==> src/rtl/ist_pkg.sv <==
// Package for the integer set table: sizes, opcodes, status codes and
// the write-control struct passed from the top level to each cell.
// No dependencies.
`default_nettype none
package ist_pkg;

	localparam int CAPACITY = 16;
	localparam int CNT_W    = $clog2(CAPACITY + 1);
	localparam int VAL_W    = 32;
	localparam int OUT_CNT_W = 5;

	localparam logic [1:0] OP_QUERY  = 2'd0;
	localparam logic [1:0] OP_INSERT = 2'd1;
	localparam logic [1:0] OP_REMOVE = 2'd2;
	localparam logic [1:0] OP_CLEAR  = 2'd3;

	localparam logic [1:0] ST_OK     = 2'd0;
	localparam logic [1:0] ST_DUP    = 2'd1;
	localparam logic [1:0] ST_FULL   = 2'd2;
	localparam logic [1:0] ST_ABSENT = 2'd3;

	// Write controls broadcast to the cell row for one accepted beat.
	typedef struct packed {
		logic ins_we;   // insert goes to the tail cell
		logic rem_we;   // remove: cells at/after the hit take the neighbor entry
	} ist_wr_t;

endpackage
`default_nettype wire

==> src/rtl/ist_req_if.sv <==
// Request channel: valid/ready handshake carrying opcode and value.
// Depends on nothing.
`default_nettype none
interface ist_req_if;
	logic               valid;
	logic               ready;
	logic        [1:0]  opcode;
	logic signed [31:0] value;

	modport source (output valid, output opcode, output value, input ready);
	modport sink   (input valid, input opcode, input value, output ready);
endinterface
`default_nettype wire

==> src/rtl/ist_rsp_if.sv <==
// Response channel: valid/ready handshake carrying found, status and count.
// Depends on nothing.
`default_nettype none
interface ist_rsp_if;
	logic       valid;
	logic       ready;
	logic       found;
	logic [1:0] status;
	logic [4:0] count;

	modport source (output valid, output found, output status, output count, input ready);
	modport sink   (input valid, input found, input status, input count, output ready);
endinterface
`default_nettype wire

==> src/rtl/integer_set_table.sv <==
// Integer set table top level: row of ist_cell slots, fill count and
// response register. Uses ist_pkg, ist_req_if, ist_rsp_if, ist_cell.
//
//   channel | dir | fields                      | handshake
//   req     | in  | opcode[1:0], value[31:0]    | valid/ready
//   rsp     | out | found, status[1:0], count[4:0] | valid/ready
//
// Each request is resolved in the cycle it is accepted: all cells compare in
// parallel and the hit ripples up the cell row to steer the remove shift.
// One request per cycle unless rsp stalls; the response is registered.
// req.ready drops only while a response is held and rsp.ready is low.
// arst_n empties the set; entries themselves are not reset.
`default_nettype none
module integer_set_table (
	input  wire logic clk,
	input  wire logic arst_n,
	ist_req_if.sink   req,
	ist_rsp_if.source rsp
);

	localparam int N = ist_pkg::CAPACITY;

	logic [ist_pkg::CNT_W-1:0] cnt_q;
	logic                      rsp_valid_q;
	logic                      rsp_found_q;
	logic [1:0]                rsp_status_q;

	logic                      fire;
	logic [N-1:0]              occ;
	logic [N-1:0]              tail;
	logic [N-1:0]              hit;
	logic [N:0]                match;
	logic [ist_pkg::VAL_W-1:0] entry [N];
	logic                      found;
	logic                      full;
	ist_pkg::ist_wr_t          wr;
	logic [ist_pkg::CNT_W-1:0] cnt_d;
	logic [1:0]                status_d;
	logic [ist_pkg::CNT_W+ist_pkg::OUT_CNT_W-1:0] cnt_ext;

	assign req.ready = !rsp_valid_q || rsp.ready;
	assign fire      = req.valid && req.ready;

	assign match[0] = 1'b0;

	for (genvar i = 0; i < N; i++) begin : g_cell
		assign occ[i]  = ist_pkg::CNT_W'(i) < cnt_q;
		assign tail[i] = ist_pkg::CNT_W'(i) == cnt_q;

		logic [ist_pkg::VAL_W-1:0] nxt;
		if (i == N - 1) begin : g_last
			assign nxt = entry[i];
		end else begin : g_mid
			assign nxt = entry[i+1];
		end

		ist_cell u_cell (
			.clk        (clk),
			.value      (req.value),
			.occupied   (occ[i]),
			.tail       (tail[i]),
			.wr         (wr),
			.match_in   (match[i]),
			.next_entry (nxt),
			.entry      (entry[i]),
			.hit        (hit[i]),
			.match_out  (match[i+1])
		);
	end

	assign found = match[N];
	assign full  = cnt_q == ist_pkg::CNT_W'(N);

	always_comb begin
		wr.ins_we = 1'b0;
		wr.rem_we = 1'b0;
		cnt_d     = cnt_q;
		status_d  = ist_pkg::ST_OK;
		unique case (req.opcode)
			ist_pkg::OP_QUERY: begin
				status_d = found ? ist_pkg::ST_OK : ist_pkg::ST_ABSENT;
			end
			ist_pkg::OP_INSERT: begin
				if (found) begin
					status_d = ist_pkg::ST_DUP;
				end else if (full) begin
					status_d = ist_pkg::ST_FULL;
				end else begin
					wr.ins_we = fire;
					cnt_d     = cnt_q + 1'b1;
				end
			end
			ist_pkg::OP_REMOVE: begin
				if (!found) begin
					status_d = ist_pkg::ST_ABSENT;
				end else begin
					wr.rem_we = fire;
					cnt_d     = cnt_q - 1'b1;
				end
			end
			ist_pkg::OP_CLEAR: begin
				cnt_d = '0;
			end
			default: begin
				cnt_d = cnt_q;
			end
		endcase
	end

	always_ff @(posedge clk or negedge arst_n) begin
		if (!arst_n) begin
			cnt_q       <= '0;
			rsp_valid_q <= 1'b0;
		end else begin
			if (fire) begin
				cnt_q <= cnt_d;
			end
			if (fire) begin
				rsp_valid_q <= 1'b1;
			end else if (rsp.ready) begin
				rsp_valid_q <= 1'b0;
			end
		end
	end

	// clear reports found low regardless of the value
	always_ff @(posedge clk) begin
		if (fire) begin
			rsp_found_q  <= found && (req.opcode != ist_pkg::OP_CLEAR);
			rsp_status_q <= status_d;
		end
	end

	assign cnt_ext    = {{ist_pkg::OUT_CNT_W{1'b0}}, cnt_q};
	assign rsp.valid  = rsp_valid_q;
	assign rsp.found  = rsp_found_q;
	assign rsp.status = rsp_status_q;
	assign rsp.count  = cnt_ext[ist_pkg::OUT_CNT_W-1:0];

	// entries are distinct, so at most one cell can hit
	a_one_hit: assert property (@(posedge clk) disable iff (!arst_n) $onehot0(hit))
		else $error("more than one cell matched");

	a_cnt_range: assert property (@(posedge clk) disable iff (!arst_n)
		cnt_q <= ist_pkg::CNT_W'(N))
		else $error("fill count above capacity");

	a_clear: assert property (@(posedge clk) disable iff (!arst_n)
		fire && (req.opcode == ist_pkg::OP_CLEAR) |=> cnt_q == '0)
		else $error("clear did not empty the set");

	a_rsp_src: assert property (@(posedge clk) disable iff (!arst_n)
		$rose(rsp_valid_q) |-> $past(fire))
		else $error("response without accepted request");

endmodule
`default_nettype wire

==> src/rtl/ist_cell.sv <==
// One table slot: holds an entry, compares it with the request value and
// takes either the inserted value or its upper neighbor's entry. Uses ist_pkg.
`default_nettype none
module ist_cell (
	input  wire logic                        clk,
	input  wire logic [ist_pkg::VAL_W-1:0]   value,
	input  wire logic                        occupied,
	input  wire logic                        tail,
	input  wire ist_pkg::ist_wr_t            wr,
	input  wire logic                        match_in,
	input  wire logic [ist_pkg::VAL_W-1:0]   next_entry,
	output logic      [ist_pkg::VAL_W-1:0]   entry,
	output logic                             hit,
	output logic                             match_out
);

	logic [ist_pkg::VAL_W-1:0] entry_q;

	assign entry     = entry_q;
	assign hit       = occupied && (entry_q == value);
	assign match_out = match_in || hit;

	always_ff @(posedge clk) begin
		if (wr.ins_we && tail) begin
			entry_q <= value;
		end else if (wr.rem_we && match_out) begin
			entry_q <= next_entry;
		end
	end

endmodule
`default_nettype wire

==> src/flat_wrapper.sv <==
// flat-port wrapper written by rule: the top's interface ports become plain ports
module integer_set_table_flat 
  (clk, arst_n, req_valid, req_opcode, req_value, req_ready, rsp_valid, rsp_found, rsp_status, rsp_count, rsp_ready);
  ist_req_if req_i ();
  ist_rsp_if rsp_i ();
  input  wire logic clk;
  input  wire logic arst_n;
  input wire logic [$bits(req_i.valid)-1:0] req_valid;
  input wire logic [$bits(req_i.opcode)-1:0] req_opcode;
  input wire logic [$bits(req_i.value)-1:0] req_value;
  output wire logic [$bits(req_i.ready)-1:0] req_ready;
  output wire logic [$bits(rsp_i.valid)-1:0] rsp_valid;
  output wire logic [$bits(rsp_i.found)-1:0] rsp_found;
  output wire logic [$bits(rsp_i.status)-1:0] rsp_status;
  output wire logic [$bits(rsp_i.count)-1:0] rsp_count;
  input wire logic [$bits(rsp_i.ready)-1:0] rsp_ready;
  assign req_i.valid = req_valid;
  assign req_i.opcode = req_opcode;
  assign req_i.value = req_value;
  assign req_ready = req_i.ready;
  assign rsp_valid = rsp_i.valid;
  assign rsp_found = rsp_i.found;
  assign rsp_status = rsp_i.status;
  assign rsp_count = rsp_i.count;
  assign rsp_i.ready = rsp_ready;
  integer_set_table u_core (.clk(clk), .arst_n(arst_n), .req(req_i), .rsp(rsp_i));
endmodule
==> config.mk <==
export PLATFORM = sky130hd
export DESIGN_NAME = integer_set_table_flat
export DESIGN_NICKNAME = d
export VERILOG_FILES = /design/src/rtl/ist_pkg.sv /design/src/rtl/ist_req_if.sv /design/src/rtl/ist_rsp_if.sv /design/src/rtl/integer_set_table.sv /design/src/rtl/ist_cell.sv /design/src/flat_wrapper.sv
export SDC_FILE = /design/constraint.sdc
export NUM_CORES = 1
export LEC_CHECK = 0
export BUFFER_PORTS_ARGS = -buffer_cell sky130_fd_sc_hd__buf_4
export CAP_MARGIN = 20
export CORE_AREA = 8 8 228 230
export DETAILED_ROUTE_END_ITERATION = 8
export DIE_AREA = 0 0 236 238
export GPL_TIMING_DRIVEN = 0
export PLACE_DENSITY_LB_ADDON = 0.05
export SLEW_MARGIN = 0
export SYNTH_ARGS = -nofsm -noshare
export SYNTH_HDL_FRONTEND = slang
export SYNTH_HIERARCHICAL = 1
export SYNTH_SLANG_ARGS = --single-unit
export TNS_END_PERCENT = 10
==> constraint.sdc <==
create_clock -name clk -period 22.3 [get_ports clk]
set_input_delay 2.23 -clock clk [delete_from_list [all_inputs] [get_ports clk]]
set_output_delay 2.23 -clock clk [all_outputs]
set_load 0.02 [all_outputs]
# Word-level counts from Yosys, hierarchy flattened
# Index checks and enable logic that the tools add are counted.
[totals]
ff_bits = 521
input_bits = 38
output_inout_bits = 10
word_cells = 209
[op_classes]
n_addsub = 2
n_lt_le_gt_ge = 16
eq_ne = 39
mux = 45
reduce_logical = 87
[ops]
columns = ["op", "count"]
rows = [
  ["2-to-1 mux 32 bit", 30],
  ["== test 32 bit", 16],
  ["logical AND 1 bit", 49],
  ["== test 4 x 5 -> 1 bit (first input constant)", 8],
  ["less-than comparator 4 x 5 -> 1 bit (first input constant)", 8],
  ["nonzero test 2 bit", 16],
  ["== test 3 x 5 -> 1 bit (first input constant)", 4],
  ["less-than comparator 3 x 5 -> 1 bit (first input constant)", 4],
  ["logical OR 1 bit", 16],
  ["2-to-1 mux 5 bit", 3],
  ["case mux 5 bit (3 select lines)", 1],
  ["== test 2 x 5 -> 1 bit (first input constant)", 2],
  ["less-than comparator 1 x 5 -> 1 bit (first input constant)", 2],
  ["less-than comparator 2 x 5 -> 1 bit (first input constant)", 2],
  ["2-to-1 mux 1 bit", 7],
  ["2-to-1 mux 2 bit", 3],
  ["!= test 2 bit (second input constant)", 3],
  ["adder 5 x 1 -> 5 bit (second input constant)", 1],
  ["== test 1 x 5 -> 1 bit (first input constant)", 1],
  ["== test 5 bit (second input constant)", 1],
  ["zero test 5 bit", 1],
  ["AND reduction 5 bit", 1],
  ["subtractor 5 x 1 -> 5 bit (second input constant)", 1],
  ["== test 2 bit (second input constant)", 2],
  ["7 further kinds", 7],
]

# Logic depth before layout (Yosys ltp)
[logic_depth]
depth_word = 22
mapped_depth = 26
depth_no_buf = 24

# Cells and area by module
# The synthesis kept the hierarchy.
[modules_own_cells]
columns = ["mod", "n_inst", "cells_per_inst", "area_each_um2", "seq_area_each_um2"]
rows = [
  ["ist_cell", 16, 116, 1735.4, 960.9],
  ["integer_set_table", 1, 121, 913.4, 240.2],
]

# Worst setup path before layout
# No wires, ideal clock.
[synth_path]
kind = "input to register"
startpoint = "in req_value[10]"
endpoint = "reg u_core.g_cell[0].u_cell.entry_q (netlist bit u_core/g_cell[0].u_cell/entry[0]), enable pin"
setup_ns = 0.424
arrival_ns = 8.708
required_ns = 21.876
setup_slack_ns = 13.168
stages = 23
path_buffers = 0
cell_sequence = "xor2_1 nor4_1 and3_1 nand4_1 o21bai_1 o21bai_1 o21bai_1 o21bai_1 o21bai_1 o21bai_1 o21bai_1 o21bai_1 o21bai_1 o21bai_1 o21bai_1 o21bai_1 o21bai_1 o21bai_1 o21bai_1 o21bai_1 nor4b_1 a22oi_1 o31ai_2"
[synth_lines]
columns = ["item", "line", "text"]
rows = [
  ["start, declared", "flat_wrapper.sv:10", "input wire logic [$bits(req_i.value)-1:0] req_value;"],
  ["end signal, assigned", "ist_cell.sv:25", "entry_q <= value;"],
  ["end signal, assigned", "ist_cell.sv:27", "entry_q <= next_entry;"],
  ["end, declared", "ist_cell.sv:17", "logic [ist_pkg::VAL_W-1:0] entry_q;"],
]

==> impl_metrics.py <==
metrics = {
    "outcome": {
        "status": "finished clean",
    },
    "sta": {
        "final.setup.worst_slack_ps": 13680,
        "final.period_utilization": 0.3864,
        "slew_viol_final": 0,
        "fin_skew_ps": 18.37,
        "hold_slack_ps": 602.1,
        "min_period_ps": 8617,
        "fmax_mhz": 116.1,
        "final.setup.tns_ps": 0,
        "setup_viol": 0,
        "slew_headroom": 0.3199,
        "tightest_slew_ps": 1020,
        "hold_viol": 0,
        "rsz0062_at_grt": "no",
    },
    "finish": {
        "antennaDiodeCount": 0,
        "final_cells": 2752,
        "finalNetCount": 2130,
        "layout-drive-gt1-share": 0.3624,
        "syn2layout_area_growth_pct": 12.09,
    },
    "route": {
        "drt-total-wl_mm": 68.51,
        "top_layer_used": "met4",
        "antenna_left": 0,
        "via_per_inst": 6.032,
        "wl_met3_mm": 3.042,
        "dr.pass1.iters": 5,
        "vias": 16600,
        "drtIter0Drc": 1140,
        "drt-met1-wl_mm": 27.08,
        "drc_errors": 0,
        "wire_per_inst_um": 24.89,
        "wl_met2_mm": 36.77,
    },
    "grt": {
        "grt_use_total": 0.2439,
        "grt_pass1_wl_mm": 106.4,
        "antenna_found_initial": 0,
        "grt_pass1_vias": 18070,
        "grt_max_degree": 33,
        "gr-total-overflow": 0,
    },
    "min_path": {
        "hp-class": "reg -> reg",
    },
    "die": {
        "die_h_um": 238,
        "io_pins": 48,
        "dieArea_mm2": 0.05617,
        "core_mm2": 0.04834,
        "start_util": 0.5920,
        "rows": 81,
        "die_w_um": 236,
    },
    "clocking": {
        "clk_path_buf_depth": 3,
        "h-tree-depth": 2,
        "cts-root-buf": "clkbuf_16",
        "cts_buffers": 56,
        "cts_tree": "built",
        "holdBufCountCts": 0,
        "cts_setup_buffers": 0,
        "cts.sinks": 521,
        "worstSkewPairLatency_ps": 620,
        "cts_resized": 0,
        "clk_pin_slew_ps": 60,
    },
    "setup_path": {
        "cp-end-kind": "flip-flop",
        "cp.arrival_ps": 8930,
        "required_ps": 22610,
        "crit_fanout": 32,
        "cp-startpoint": "req_value[23]",
        "worstReg2RegEnd": "u_core/g_cell[11].u_cell/entry[5]",
        "slowest_stage": "o31ai_4",
        "path_class": "in -> reg",
        "cpMostUsedCell": "o21bai_1",
        "slowest_delay_ps": 920,
        "cp-endpoint": "u_core/g_cell[4].u_cell/entry[20]",
        "rr_startpoint": "u_core/rsp.count[4]",
        "r2r_slack_ps": 14940,
        "crit_path_start_kind": "input port",
        "ff2ff_path_depth": 28,
    },
    "pwr": {
        "power_frac_clock": 0.409,
        "swShare": 0.2449,
        "seqPwrFrac": 0.479,
        "internal-power_uw": 1736,
        "p_comb_frac": 0.112,
        "peakVddDrop_mv": 0.06629,
        "switchingPower_uw": 562.9,
        "powerDensity_mw_per_mm2": 71.65,
        "power.total_uw": 2299,
        "power.leakage_uw": 0.01041,
    },
    "placement": {
        "placement.io_buffers": 46,
        "post-dp-hpwl_mm": 47.48,
        "pre_cts_ws_ps": 13180,
        "gp_congestion": 0.8320,
        "post-place-cells": 2652,
    },
    "synth": {
        "syn_avg_cell_area_um2": 14.59,
        "ys_warn_count": 6,
        "syn_area_mm2": 0.02862,
        "netlist_instances": 1961,
    },
    "job": {
        "max_cap_viol_count": 0,
    },
}
==> flip-flops by register name, summed over array words and instances, names as in the netlist <==
signal / flops
u_core/rsp.found: 1
u_core/g_cell.u_cell/entry: 512
u_core/rsp.valid: 1
u_core/rsp.count: 5
u_core/rsp.status: 2
==> worst max-delay path: cells and delay by family <==
family	cells	cell delay, ps
AO/OA/AOI/OAI	17	3980
AND/OR/NAND/NOR	4	1540
buffers and inverters	3	890
XOR/XNOR	1	200
==> cells in the final DEF, fill, tap and decap left out, types with 3 or more instances in the layout <==
master / instances
a21oi_1: 4
a22oi_1: 17
and2_1: 6
and3_1: 22
buf_16: 3
buf_2: 52
buf_4: 50
buf_8: 16
bufinv_16: 8
clkbuf_1: 9
clkbuf_16: 57
clkinv_1: 11
clkinv_2: 11
clkinvlp_4: 5
dfrtp_1: 6
edfxtp_1: 515
ha_1: 4
inv_1: 22
mux2_2: 512
nand2_1: 31
nand2b_1: 5
nand3_1: 17
nand4_1: 80
nor2_1: 14
nor3_1: 6
nor4_1: 32
nor4_2: 32
o21ai_0: 5
o21bai_1: 20
o31ai_4: 16
xnor2_1: 320
xor2_1: 192
==> layer usage <==
layer	vias up	global-route usage
li1	7703	-
met1	8414	0.2876
met2	376	0.4571
met3	107	0.03392
met4	0	0.07442
met5	-	0
==> through the flow <==
stage | util | cell area (µm²)
floorplan | - | 28620
global route | 0.6636 | 32080
detailed placement | 0.6255 | 30240
CTS | 0.6636 | 32080
finish | 0.6636 | 32080
global placement | 0.6153 | 29750
==> layout make-up <==
type                            count  area (µm²)
Buffer                             59       306.5
Clock buffer                       63        1449
Clock inverter                     37       391.6
Fill cell                        3474       16260
Inverter                           22       82.58
Multi-Input combinational cell   1360       12770
Sequential cell                   521       15620
Tap cell                          622       778.2
Timing Repair Buffer               68       690.7
==> worst min path at each step <==
| stage | startpoint | end | slack [ps] | depth (start not counted) |
|---|---|---|---|---|
| 2_1_floorplan | u_core/g_cell[1].u_cell/entry[10] | u_core/g_cell[0].u_cell/entry[10] | 570 | 1 |
| 3_3_place_gp | u_core/rsp.valid | u_core/rsp.valid | 580 | 2 |
| 3_5_place_dp | u_core/g_cell[9].u_cell/entry[14] | u_core/g_cell[8].u_cell/entry[14] | 590 | 1 |
| 4_1_cts | u_core/g_cell[6].u_cell/entry[25] | u_core/g_cell[5].u_cell/entry[25] | 600 | 1 |
| 5_1_grt | u_core/g_cell[6].u_cell/entry[20] | u_core/g_cell[5].u_cell/entry[20] | 620 | 1 |
| 6_report | u_core/g_cell[6].u_cell/entry[25] | u_core/g_cell[5].u_cell/entry[25] | 600 | 1 |
==> power by group through the flow <==
stage               Sequential (µW)  Clock (µW)  Combinational (µW)
floorplan                      1120           0                 143
global placement               1120           0                 246
detailed placement             1120           0                 257
CTS                            1100         955                 258
global route                   1100         992                 278
finish                         1100         939                 257
Note: power is estimated with default switching activity, not from simulation.
